**src/sv/vl2n_pkg.sv**
```systemverilog
// Shared widths for the L2 vector normalizer.
package vl2n_pkg;
   localparam int SAMPLE_W = 16;
   localparam int SUM_W    = 38;
   localparam int ROOT_W   = SUM_W / 2;
   localparam int FRAC_W   = 15;
   localparam int DVD_W    = SAMPLE_W + FRAC_W;

   typedef logic signed [SAMPLE_W-1:0] sample_type;
   typedef logic        [SUM_W-1:0]    sum_type;
   typedef logic        [ROOT_W-1:0]   root_type;
endpackage

```
**src/sv/vector_l2_normalizer.sv**
```systemverilog
// Top level of the L2 vector normalizer with its element memory and sequencer.
// Requests are taken one per cycle while a vector is being collected; the
// vector closes on the marked last element or when MAX_ELEMENTS elements are
// held. The block then stops taking requests, computes the square root of
// the sum of squares (one root bit per cycle), and emits the stored elements
// in arrival order, each after a memory read and a restoring division. An
// all-zero vector yields zeros with rsp_zero_norm raised and skips the
// divisions.
module vector_l2_normalizer
   import vl2n_pkg::*;
#(
   parameter int MAX_ELEMENTS = 64
) (
   input  logic        clock,
   input  logic        reset,
   input  logic        req_valid,
   output logic        req_ready,
   input  sample_type  req_sample,
   input  logic        req_last_element,
   output logic        rsp_valid,
   input  logic        rsp_ready,
   output sample_type  rsp_normalized,
   output logic        rsp_last_result,
   output logic        rsp_zero_norm
);
   localparam int ADDR_W = $clog2(MAX_ELEMENTS);

   localparam logic [2:0] S_COLLECT   = 3'd0;
   localparam logic [2:0] S_ROOT_GO   = 3'd1;
   localparam logic [2:0] S_ROOT_WAIT = 3'd2;
   localparam logic [2:0] S_READ      = 3'd3;
   localparam logic [2:0] S_DIV_GO    = 3'd4;
   localparam logic [2:0] S_DIV_WAIT  = 3'd5;
   localparam logic [2:0] S_SEND      = 3'd6;

   sample_type          element_store [MAX_ELEMENTS];
   sample_type          rd_data_ff;

   logic [2:0]          state_ff, state_in;
   logic [ADDR_W-1:0]   count_ff, count_in;
   logic [ADDR_W-1:0]   last_idx_ff, last_idx_in;
   logic [ADDR_W-1:0]   idx_ff, idx_in;
   sum_type             sum_ff, sum_in;
   root_type            norm_ff, norm_in;
   sample_type          out_ff, out_in;
   logic                out_last_ff, out_last_in;
   logic                out_zero_ff, out_zero_in;

   logic                req_fire;
   logic signed [31:0]  square;
   logic [SUM_W:0]      sum_wide;
   logic                root_start, root_done, div_start, div_done;
   root_type            root;
   sample_type          quotient;

   assign req_fire = req_valid && req_ready;
   assign square   = 32'(req_sample) * 32'(req_sample);
   assign sum_wide = {1'b0, sum_ff} + (SUM_W+1)'($unsigned(square));

   assign root_start = (state_ff == S_ROOT_GO);
   assign div_start  = (state_ff == S_DIV_GO) && (norm_ff != '0);

   vl2n_sqrt u_sqrt (
      .clock    (clock),
      .reset    (reset),
      .start    (root_start),
      .radicand (sum_ff),
      .done     (root_done),
      .root     (root)
   );

   vl2n_div u_div (
      .clock    (clock),
      .reset    (reset),
      .start    (div_start),
      .sample   (rd_data_ff),
      .norm     (norm_ff),
      .done     (div_done),
      .quotient (quotient)
   );

   always_ff @(posedge clock) begin
      if (req_fire) begin
         element_store[count_ff] <= req_sample;
      end
      rd_data_ff <= element_store[idx_ff];
   end

   always_comb begin
      state_in    = state_ff;
      count_in    = count_ff;
      last_idx_in = last_idx_ff;
      idx_in      = idx_ff;
      sum_in      = sum_ff;
      norm_in     = norm_ff;
      out_in      = out_ff;
      out_last_in = out_last_ff;
      out_zero_in = out_zero_ff;
      unique case (state_ff)
         S_COLLECT: begin
            if (req_fire) begin
               sum_in   = sum_wide[SUM_W] ? '1 : sum_wide[SUM_W-1:0];
               count_in = count_ff + 1'b1;
               if (req_last_element || count_ff == ADDR_W'(MAX_ELEMENTS - 1)) begin
                  last_idx_in = count_ff;
                  idx_in      = '0;
                  state_in    = S_ROOT_GO;
               end
            end
         end
         S_ROOT_GO: begin
            state_in = S_ROOT_WAIT;
         end
         S_ROOT_WAIT: begin
            if (root_done) begin
               norm_in  = root;
               state_in = S_READ;
            end
         end
         S_READ: begin
            state_in = S_DIV_GO;
         end
         S_DIV_GO: begin
            out_last_in = (idx_ff == last_idx_ff);
            if (norm_ff == '0) begin
               out_in      = '0;
               out_zero_in = 1'b1;
               state_in    = S_SEND;
            end else begin
               out_zero_in = 1'b0;
               state_in    = S_DIV_WAIT;
            end
         end
         S_DIV_WAIT: begin
            if (div_done) begin
               out_in   = quotient;
               state_in = S_SEND;
            end
         end
         S_SEND: begin
            if (rsp_ready) begin
               if (idx_ff == last_idx_ff) begin
                  sum_in   = '0;
                  count_in = '0;
                  state_in = S_COLLECT;
               end else begin
                  idx_in   = idx_ff + 1'b1;
                  state_in = S_READ;
               end
            end
         end
         default: begin
            state_in = S_COLLECT;
         end
      endcase
   end

   always_ff @(posedge clock) begin
      if (reset) begin
         state_ff <= S_COLLECT;
         count_ff <= '0;
         sum_ff   <= '0;
         idx_ff   <= '0;
      end else begin
         state_ff <= state_in;
         count_ff <= count_in;
         sum_ff   <= sum_in;
         idx_ff   <= idx_in;
      end
      last_idx_ff <= last_idx_in;
      norm_ff     <= norm_in;
      out_ff      <= out_in;
      out_last_ff <= out_last_in;
      out_zero_ff <= out_zero_in;
   end

   assign req_ready       = (state_ff == S_COLLECT);
   assign rsp_valid       = (state_ff == S_SEND);
   assign rsp_normalized  = out_ff;
   assign rsp_last_result = out_last_ff;
   assign rsp_zero_norm   = out_zero_ff;
endmodule

```
**src/sv/vl2n_sqrt.sv**
```systemverilog
// Iterative integer square root, one root bit per cycle.
module vl2n_sqrt
   import vl2n_pkg::*;
(
   input  logic     clock,
   input  logic     reset,
   input  logic     start,
   input  sum_type  radicand,
   output logic     done,
   output root_type root
);
   localparam int CNT_W = $clog2(ROOT_W);

   logic              busy_ff, busy_in;
   logic              done_ff, done_in;
   logic [CNT_W-1:0]  cnt_ff, cnt_in;
   sum_type           rad_ff, rad_in;
   logic [ROOT_W:0]   rem_ff, rem_in;
   root_type          root_ff, root_in;
   logic [ROOT_W+2:0] rem_sh;
   logic [ROOT_W+2:0] trial;

   always_comb begin
      busy_in = busy_ff;
      done_in = 1'b0;
      cnt_in  = cnt_ff;
      rad_in  = rad_ff;
      rem_in  = rem_ff;
      root_in = root_ff;
      rem_sh  = {rem_ff, rad_ff[SUM_W-1 -: 2]};
      trial   = {1'b0, root_ff, 2'b01};
      if (start) begin
         busy_in = 1'b1;
         cnt_in  = '0;
         rad_in  = radicand;
         rem_in  = '0;
         root_in = '0;
      end else if (busy_ff) begin
         rad_in = {rad_ff[SUM_W-3:0], 2'b00};
         if (rem_sh >= trial) begin
            rem_in  = (ROOT_W+1)'(rem_sh - trial);
            root_in = {root_ff[ROOT_W-2:0], 1'b1};
         end else begin
            rem_in  = (ROOT_W+1)'(rem_sh);
            root_in = {root_ff[ROOT_W-2:0], 1'b0};
         end
         cnt_in = cnt_ff + 1'b1;
         if (cnt_ff == CNT_W'(ROOT_W - 1)) begin
            busy_in = 1'b0;
            done_in = 1'b1;
         end
      end
   end

   always_ff @(posedge clock) begin
      if (reset) begin
         busy_ff <= 1'b0;
         done_ff <= 1'b0;
      end else begin
         busy_ff <= busy_in;
         done_ff <= done_in;
      end
      cnt_ff  <= cnt_in;
      rad_ff  <= rad_in;
      rem_ff  <= rem_in;
      root_ff <= root_in;
   end

   assign done = done_ff;
   assign root = root_ff;
endmodule

```
**src/sv/vl2n_div.sv**
```systemverilog
// Restoring divider for one element over the norm, with sign and saturation.
module vl2n_div
   import vl2n_pkg::*;
(
   input  logic       clock,
   input  logic       reset,
   input  logic       start,
   input  sample_type sample,
   input  root_type   norm,
   output logic       done,
   output sample_type quotient
);
   localparam int CNT_W = $clog2(DVD_W);

   logic              busy_ff, busy_in;
   logic              done_ff, done_in;
   logic [CNT_W-1:0]  cnt_ff, cnt_in;
   logic              neg_ff, neg_in;
   root_type          dvs_ff, dvs_in;
   logic [DVD_W-1:0]  dvd_ff, dvd_in;
   logic [DVD_W-1:0]  q_ff, q_in;
   root_type          rem_ff, rem_in;
   logic [ROOT_W:0]   rem_sh;
   logic [SAMPLE_W-1:0] mag;
   logic [SAMPLE_W-1:0] sat;

   always_comb begin
      busy_in = busy_ff;
      done_in = 1'b0;
      cnt_in  = cnt_ff;
      neg_in  = neg_ff;
      dvs_in  = dvs_ff;
      dvd_in  = dvd_ff;
      q_in    = q_ff;
      rem_in  = rem_ff;
      mag     = sample[SAMPLE_W-1] ? SAMPLE_W'(-sample) : SAMPLE_W'(sample);
      rem_sh  = {rem_ff, dvd_ff[DVD_W-1]};
      if (start) begin
         busy_in = 1'b1;
         cnt_in  = '0;
         neg_in  = sample[SAMPLE_W-1];
         dvs_in  = norm;
         dvd_in  = {mag, FRAC_W'(0)};
         q_in    = '0;
         rem_in  = '0;
      end else if (busy_ff) begin
         dvd_in = {dvd_ff[DVD_W-2:0], 1'b0};
         if (rem_sh >= {1'b0, dvs_ff}) begin
            rem_in = ROOT_W'(rem_sh - {1'b0, dvs_ff});
            q_in   = {q_ff[DVD_W-2:0], 1'b1};
         end else begin
            rem_in = ROOT_W'(rem_sh);
            q_in   = {q_ff[DVD_W-2:0], 1'b0};
         end
         cnt_in = cnt_ff + 1'b1;
         if (cnt_ff == CNT_W'(DVD_W - 1)) begin
            busy_in = 1'b0;
            done_in = 1'b1;
         end
      end
   end

   always_comb begin
      if (neg_ff) begin
         if (q_ff > DVD_W'(32768)) begin
            sat = 16'h8000;
         end else begin
            sat = SAMPLE_W'(-q_ff);
         end
      end else begin
         if (q_ff > DVD_W'(32767)) begin
            sat = 16'h7fff;
         end else begin
            sat = SAMPLE_W'(q_ff);
         end
      end
   end

   always_ff @(posedge clock) begin
      if (reset) begin
         busy_ff <= 1'b0;
         done_ff <= 1'b0;
      end else begin
         busy_ff <= busy_in;
         done_ff <= done_in;
      end
      cnt_ff <= cnt_in;
      neg_ff <= neg_in;
      dvs_ff <= dvs_in;
      dvd_ff <= dvd_in;
      q_ff   <= q_in;
      rem_ff <= rem_in;
   end

   assign done     = done_ff;
   assign quotient = sample_type'(sat);
endmodule
```
**config.mk**
```make
export PLATFORM = sky130hd
export DESIGN_NAME = vector_l2_normalizer
export DESIGN_NICKNAME = d
export VERILOG_FILES = /design/src/sv/vl2n_pkg.sv /design/src/sv/vector_l2_normalizer.sv /design/src/sv/vl2n_sqrt.sv /design/src/sv/vl2n_div.sv
export SDC_FILE = /design/constraint.sdc
export NUM_CORES = 2
export LEC_CHECK = 0
export BUFFER_PORTS_ARGS = -buffer_cell sky130_fd_sc_hd__buf_4
export CORE_ASPECT_RATIO = 0.9
export CORE_MARGIN = 2
export CORE_UTILIZATION = 55
export DETAILED_ROUTE_END_ITERATION = 16
export PLACE_DENSITY = 0.8
export RECOVER_POWER = 50
export REMOVE_ABC_BUFFERS = 1
export SYNTH_ARGS = -nofsm -noshare
export SYNTH_HDL_FRONTEND = slang
export SYNTH_SLANG_ARGS = --single-unit
```
**constraint.sdc**
```tcl
create_clock -name clock -period 12.14 [get_ports clock]
set_input_delay 0.607 -clock clock [delete_from_list [all_inputs] [get_ports clock]]
set_output_delay 0.607 -clock clock [all_outputs]
set_load 0.01 [all_outputs]
```
Word-level counts from Yosys, hierarchy flattened:

Memories as Yosys holds them, arrays and structs flattened. A register that Yosys moved wholly into a read port is not among the register bits.
Index checks and enable logic that the tools add are counted.

* add/sub/neg operators: 9
* multiply operators: 1
* $lt $le $gt $ge: 4
* equality and inequality tests: 18
* mux-type cells: 48
* bitwise gates (word level): 2
* reductions and logical operators: 18

Operator list (count)
* 38-bit 2-to-1 mux: 6
* 16-bit 2-to-1 mux: 6
* 38-bit case mux with 2 select lines: 1
* 31-bit 2-to-1 mux: 2
* 6-bit 2-to-1 mux: 7
* 38-bit by 32-bit adder with 39-bit output: 1
* 16-bit by 16-bit multiplier with 32-bit output: 1
* 16-bit negator: 2
* 16-bit case mux with 2 select lines: 1
* 31-bit by 15-bit greater-than comparator with 1-bit output (second input constant): 1
* 31-bit by 16-bit greater-than comparator with 1-bit output (second input constant): 1
* 6-bit case mux with 2 select lines: 2
* 22-bit by 21-bit >= comparator with 1-bit output: 1
* 3-bit case mux with 7 select lines: 1
* 20-bit by 19-bit >= comparator with 1-bit output: 1
* 20-bit 2-to-1 mux: 1
* 20-bit subtractor: 1
* 19-bit zero test: 1
* 19-bit 2-to-1 mux: 1
* 19-bit nonzero test: 1
* 19-bit subtractor: 1
* 3-bit 2-to-1 mux: 5
* 2-bit by 1-bit != test with 1-bit output (second input constant): 7
* 1-bit 2-to-1 mux: 13
* other kinds (20): 35

* register bits: 273
* bits in writable memories: 1024
* bits of input ports: 21
* output and inout port bits: 20
* memories kept: 1

Memories
* element_store: depth 64, bits a word 16, rd ports 1, clocked after memory_dff 1, wr ports 1, line vector_l2_normalizer.sv:36 `sample_type element_store [MAX_ELEMENTS];`

Depth between registers and ports, before layout:

* depth in word-level cells: 5
* gate-level depth with buffers: 37

Cells and area by module:

A second synthesis with hierarchy kept.

* cells, all modules: 4178
* area, all modules: 63701.1 um2

Modules (own cells, without submodules)
* vector_l2_normalizer: instances 1, cells each 3140, area each 53771.6 um2
* vl2n_div: instances 1, cells each 594, area each 5355.1 um2
* vl2n_sqrt: instances 1, cells each 444, area each 4574.4 um2

Least setup slack after synthesis:

Ideal clock, no wire load.

* path kind: input -> register
* start: input port req_sample[15]
* end: register sum_ff[12]
* arrival: 8357 ps
* required time: 12049 ps
* slack: 3692 ps
* stages: 33
* buffers on the path: 5
* cells stage by stage: clkbuf_1 inv_1 clkbuf_1 nor2_1 fa_1 inv_1 fa_1 inv_1 fa_1 fa_1 fa_1 inv_1 fa_1 inv_1 ha_1 clkbuf_1 and3_1 a31o_2 a31oi_1 a21oi_1 o21ai_0 xnor2_1 ha_1 clkbuf_1 nand4_1 o22ai_1 o21ai_0 o21ai_0 or3_1 o21a_1 clkbuf_1 nand2_1 a311oi_1

* word-level cells in the longest chain between the ends: 5

Ends and longest elaborated chain
* start: declaration: line vector_l2_normalizer.sv:18 `input sample_type req_sample,`
* 16-bit by 16-bit multiplier with 32-bit output: line vector_l2_normalizer.sv:57 `assign square = 32'(req_sample) * 32'(req_sample);`
* 38-bit by 32-bit adder with 39-bit output: line vector_l2_normalizer.sv:58 `assign sum_wide = {1'b0, sum_ff} + (SUM_W+1)'($unsigned(square));`
* 38-bit 2-to-1 mux: line vector_l2_normalizer.sv:102 `sum_in = sum_wide[SUM_W] ? '1 : sum_wide[SUM_W-1:0];`
* 38-bit 2-to-1 mux: line vector_l2_normalizer.sv:101 `if (req_fire) begin`
* 38-bit case mux with 2 select lines: line vector_l2_normalizer.sv:99 `unique case (state_ff)`
* end signal: assignment: line vector_l2_normalizer.sv:167 `sum_ff <= sum_in;`
* end: declaration: line vector_l2_normalizer.sv:43 `sum_type sum_ff, sum_in;`

Every way passes these cells. The select of a mux whose other input is x is not followed.
A chain may end at the register's enable or synchronous reset.

Final worst setup path:

* start: input port req_sample[1]
* end: register sum_ff[19]

The elaborated chain is that of the path after synthesis.

==> metrics.txt <==
# TYPE chip_impl_metric gauge
chip_impl_info{name="timing.hold.worst.class",value="in -> reg"} 1
chip_impl_metric{name="yosys_register_bits",unit=""} 1313
chip_impl_metric{name="fin_crit_sh",unit=""} 0.816
chip_impl_metric{name="grt_start_max_net_pins",unit=""} 112
chip_impl_metric{name="design.die.area",unit="mm2"} 0.118
chip_impl_metric{name="timing.fmax",unit="MHz"} 101
chip_impl_metric{name="syn-cell-area",unit="mm2"} 0.0633
chip_impl_info{name="dominant_cell_type_by_area_after_synthesis",value="sky130_fd_sc_hd__edfxtp_1"} 1
chip_impl_metric{name="synth.top_cell.area_share",unit=""} 0.541
chip_impl_metric{name="drt.antenna.violating_nets",unit=""} 0
chip_impl_metric{name="hpwlAfterDp",unit="um"} 88200
chip_impl_metric{name="sinks_on_the_clock_net",unit=""} 1313
chip_impl_info{name="critical_path.most_common_cell",value="sky130_fd_sc_hd__fa_1"} 1
chip_impl_metric{name="critPathBufInv",unit=""} 7
chip_impl_metric{name="critical_path.max_fanout",unit=""} 39
chip_impl_metric{name="clock_tree.htree_level_count",unit=""} 3
chip_impl_metric{name="place.port_buffers",unit=""} 40
chip_impl_metric{name="holdBufCountCts",unit=""} 0
chip_impl_info{name="cts_tree",value="done"} 1
chip_impl_metric{name="initial_utilization",unit=""} 0.552
chip_impl_metric{name="syn_inst_count",unit=""} 4194
chip_impl_metric{name="timing_worst_slew_pin_value",unit="ns"} 2.99
chip_impl_metric{name="nFillCells",unit=""} 8056
chip_impl_metric{name="timing.final.ws_setup",unit="ns"} 2.24
chip_impl_info{name="rsz_0062_raised_after_global_routing",value="no"} 1
chip_impl_info{name="yosysMostFrequentCell",value="sky130_fd_sc_hd__edfxtp_1"} 1
chip_impl_metric{name="wl_per_cell",unit="um"} 25.7
chip_impl_info{name="crit_slowest_cell",value="sky130_fd_sc_hd__clkbuf_1"} 1
chip_impl_metric{name="wirelength",unit="um"} 151000
chip_impl_info{name="endpoint_kind",value="flip-flop"} 1
chip_impl_metric{name="final_layout_size_suffix_gt1_frac",unit=""} 0.147
chip_impl_info{name="ctsRootBufferMaster",value="sky130_fd_sc_hd__clkbuf_16"} 1
chip_impl_metric{name="core_area",unit="mm2"} 0.115
chip_impl_metric{name="cts_setup_buffers",unit=""} 0
chip_impl_metric{name="post_cts_resized",unit=""} 0
chip_impl_metric{name="dr_total_vias",unit=""} 36300
chip_impl_metric{name="synth_async_sr_flop_share",unit=""} 0
chip_impl_metric{name="grt_antenna_before_repair",unit=""} 8
chip_impl_metric{name="maxCapViolCount",unit=""} 15
chip_impl_metric{name="number_of_hold_slack_violations_in_the_final_timing_report",unit=""} 0
chip_impl_metric{name="layout-area-overhead-vs-synth",unit="%"} 9.38
chip_impl_metric{name="setup_violations",unit=""} 0
chip_impl_metric{name="detailedRoute.firstIterationViolations",unit=""} 4194
chip_impl_metric{name="synth_cell_types",unit=""} 72
chip_impl_metric{name="final.setup_skew",unit="ns"} 0.0603
chip_impl_metric{name="worst-endpoint-required",unit="ns"} 12.72
chip_impl_metric{name="finalMaxSlewViolations",unit=""} 688
chip_impl_metric{name="die_height",unit="um"} 326
chip_impl_metric{name="synth-edff-count",unit=""} 1141
chip_impl_info{name="worst-setup-path-type",value="in -> reg"} 1
chip_impl_metric{name="global_route_wire_length_before_repair",unit="um"} 230000
chip_impl_metric{name="avgSynthCellArea",unit="um2"} 15.1
chip_impl_metric{name="drt-pass1-iter-count",unit=""} 6
chip_impl_metric{name="cts.reportedPaths.clkPinSlew",unit="ns"} 0.06
chip_impl_info{name="path_delay_family",value="adder cells"} 1
chip_impl_metric{name="dpl.cell_count",unit=""} 5636
chip_impl_info{name="status",value="finished with violations"} 1
chip_impl_metric{name="design.final.nets",unit=""} 4683
chip_impl_metric{name="number_of_global_route_vias_before_repair",unit=""} 37400
chip_impl_metric{name="worst_ep_arrival_time",unit="ns"} 10.49
chip_impl_metric{name="post-route-min-period",unit="ns"} 9.90
chip_impl_metric{name="boundary_pin_count",unit=""} 41
chip_impl_metric{name="overflow",unit=""} 0
chip_impl_metric{name="fp-row-count",unit=""} 118
chip_impl_info{name="synth.cells.most_frequent",value="1141 x sky130_fd_sc_hd__edfxtp_1, 403 x sky130_fd_sc_hd__inv_1, 336 x sky130_fd_sc_hd__mux4_2"} 1
chip_impl_metric{name="finish.cell_count_without_fillers",unit=""} 5866
chip_impl_info{name="violations",value="capacitance limit, slew limit"} 1
chip_impl_metric{name="grtUsageTotal",unit=""} 0.260
chip_impl_metric{name="synth_sequential_area_ratio",unit=""} 0.596
chip_impl_metric{name="die-width",unit="um"} 362
chip_impl_metric{name="yosys_warnings",unit=""} 0
chip_impl_metric{name="slew_headroom",unit=""} -0.991
chip_impl_info{name="yosys_most_used_dff",value="sky130_fd_sc_hd__edfxtp_1"} 1
chip_impl_metric{name="clk_path_buf_depth",unit=""} 3
chip_impl_metric{name="post-place-ws",unit="ns"} 2.47
chip_impl_metric{name="clk-insertion-delay-late",unit="ns"} 0.74
chip_impl_info{name="synth_area_leaders",value="sky130_fd_sc_hd__edfxtp_1 54%, sky130_fd_sc_hd__mux4_2 12%, sky130_fd_sc_hd__fa_1 7.6%"} 1
chip_impl_metric{name="cts-buffers-inserted",unit=""} 120
chip_impl_metric{name="drt-vias-per-instance",unit=""} 6.18
chip_impl_metric{name="gp_congestion",unit=""} 0.851
chip_impl_metric{name="drc_errors",unit=""} 0
chip_impl_info{name="worstSetupStartpointType",value="input pin"} 1
chip_impl_metric{name="critical_path.max_stage_delay",unit="ns"} 1.65
-- cell families after synthesis --
kind of cell	Yosys count	share of synthesized area
flops	1313	0.596
buf+inv	597	0.0356
simple gates	846	0.0618
mux	420	0.133
compound gates	490	0.0482
fa+ha+maj	404	0.108
xor+xnor	124	0.0172
-- cells in the final DEF (no fill, tap or decap), types with 79 or more instances in the layout --
cell type,synthesis,final
sky130_fd_sc_hd__nor2_1,253,253
sky130_fd_sc_hd__clkbuf_16,0,123
sky130_fd_sc_hd__edfxtp_1,1141,1141
sky130_fd_sc_hd__dfxtp_1,172,167
sky130_fd_sc_hd__mux4_2,336,336
sky130_fd_sc_hd__fa_1,240,240
sky130_fd_sc_hd__mux2i_1,79,79
sky130_fd_sc_hd__buf_4,0,99
sky130_fd_sc_hd__o21ai_0,128,128
sky130_fd_sc_hd__nand2_1,309,309
sky130_fd_sc_hd__ha_1,164,164
sky130_fd_sc_hd__inv_1,403,402
sky130_fd_sc_hd__a21oi_1,149,149
-- worst paths after layout --
path	start	to	slack, ns	cells after the start
worst min register to register	norm_ff[7]	u_div.dvs_ff[7]	0.45	0
worst max register to register	idx_ff[1]	rd_data_ff[13]	6.03	5
worst min-delay path	rsp_ready	state_ff[1]	0.20	4
worst max-delay path	req_sample[1]	sum_ff[19]	2.24	30
-- through the flow --
step / TNS [ns] / cell area [um2] / utilization / hold WS, ns
CTS: 0 / 69400 / 0.605 / 0.158
floorplan: -4.02 / 62500 / - / 0.427
detailed placement: 0 / 65500 / 0.572 / 0.434
global placement: 0 / 65500 / 0.572 / 0.431
finish: 0 / 69200 / 0.604 / 0.200
global route: 0 / 69200 / 0.604 / 0.192
-- area by class of cell --
cell class | instances | area (um2) | share of cell area
Multi-Input combinational cell | 2284 | 23300 | 0.337
Sequential cell | 1313 | 37700 | 0.545
Tap cell | 1500 | 1880 | 0.0271
Inverter | 403 | 1510 | 0.0219
Clock buffer | 170 | 3350 | 0.0485
Timing Repair Buffer | 136 | 898 | 0.0130
Antenna cell | 2 | 5.00 | 0.0000723
Clock inverter | 58 | 517 | 0.00747
-- layer usage --
metal / up-vias / share of wire / GRT usage
met5: - / 0.00018 / 0
met4: 4 / 0.039 / 0.0920
met3: 378 / 0.091 / 0.0516
met2: 1915 / 0.50 / 0.434
met1: 18300 / 0.37 / 0.343
li1: 15700 / - / -
-- flip-flops by register name (all words and copies together) (netlist names), 3 cells and up --
name	flops
u_sqrt.root	19
u_div.dvd_ff	16
state_ff	3
u_div.dvs_ff	19
rsp_normalized	16
u_div.rem_ff	19
sum_ff	38
u_sqrt.rad_ff	38
norm_ff	19
u_div.cnt_ff	5
u_sqrt.cnt_ff	5
u_div.q_ff	31
last_idx_ff	6
u_sqrt.rem_ff	20
idx_ff	6
rd_data_ff	16
count_ff	6
element_store	1024
-- worst min-delay path, stage by stage --
cell and delay (ns):
sky130_fd_sc_hd__buf_4 0.10, sky130_fd_sc_hd__nand2_1 0.05, sky130_fd_sc_hd__nand3_1 0.07, sky130_fd_sc_hd__a21oi_1 0.06
Power is left out: the tool's default activity adds up to more than one toggle a clock period on the data nets, which glitch-free logic cannot reach.
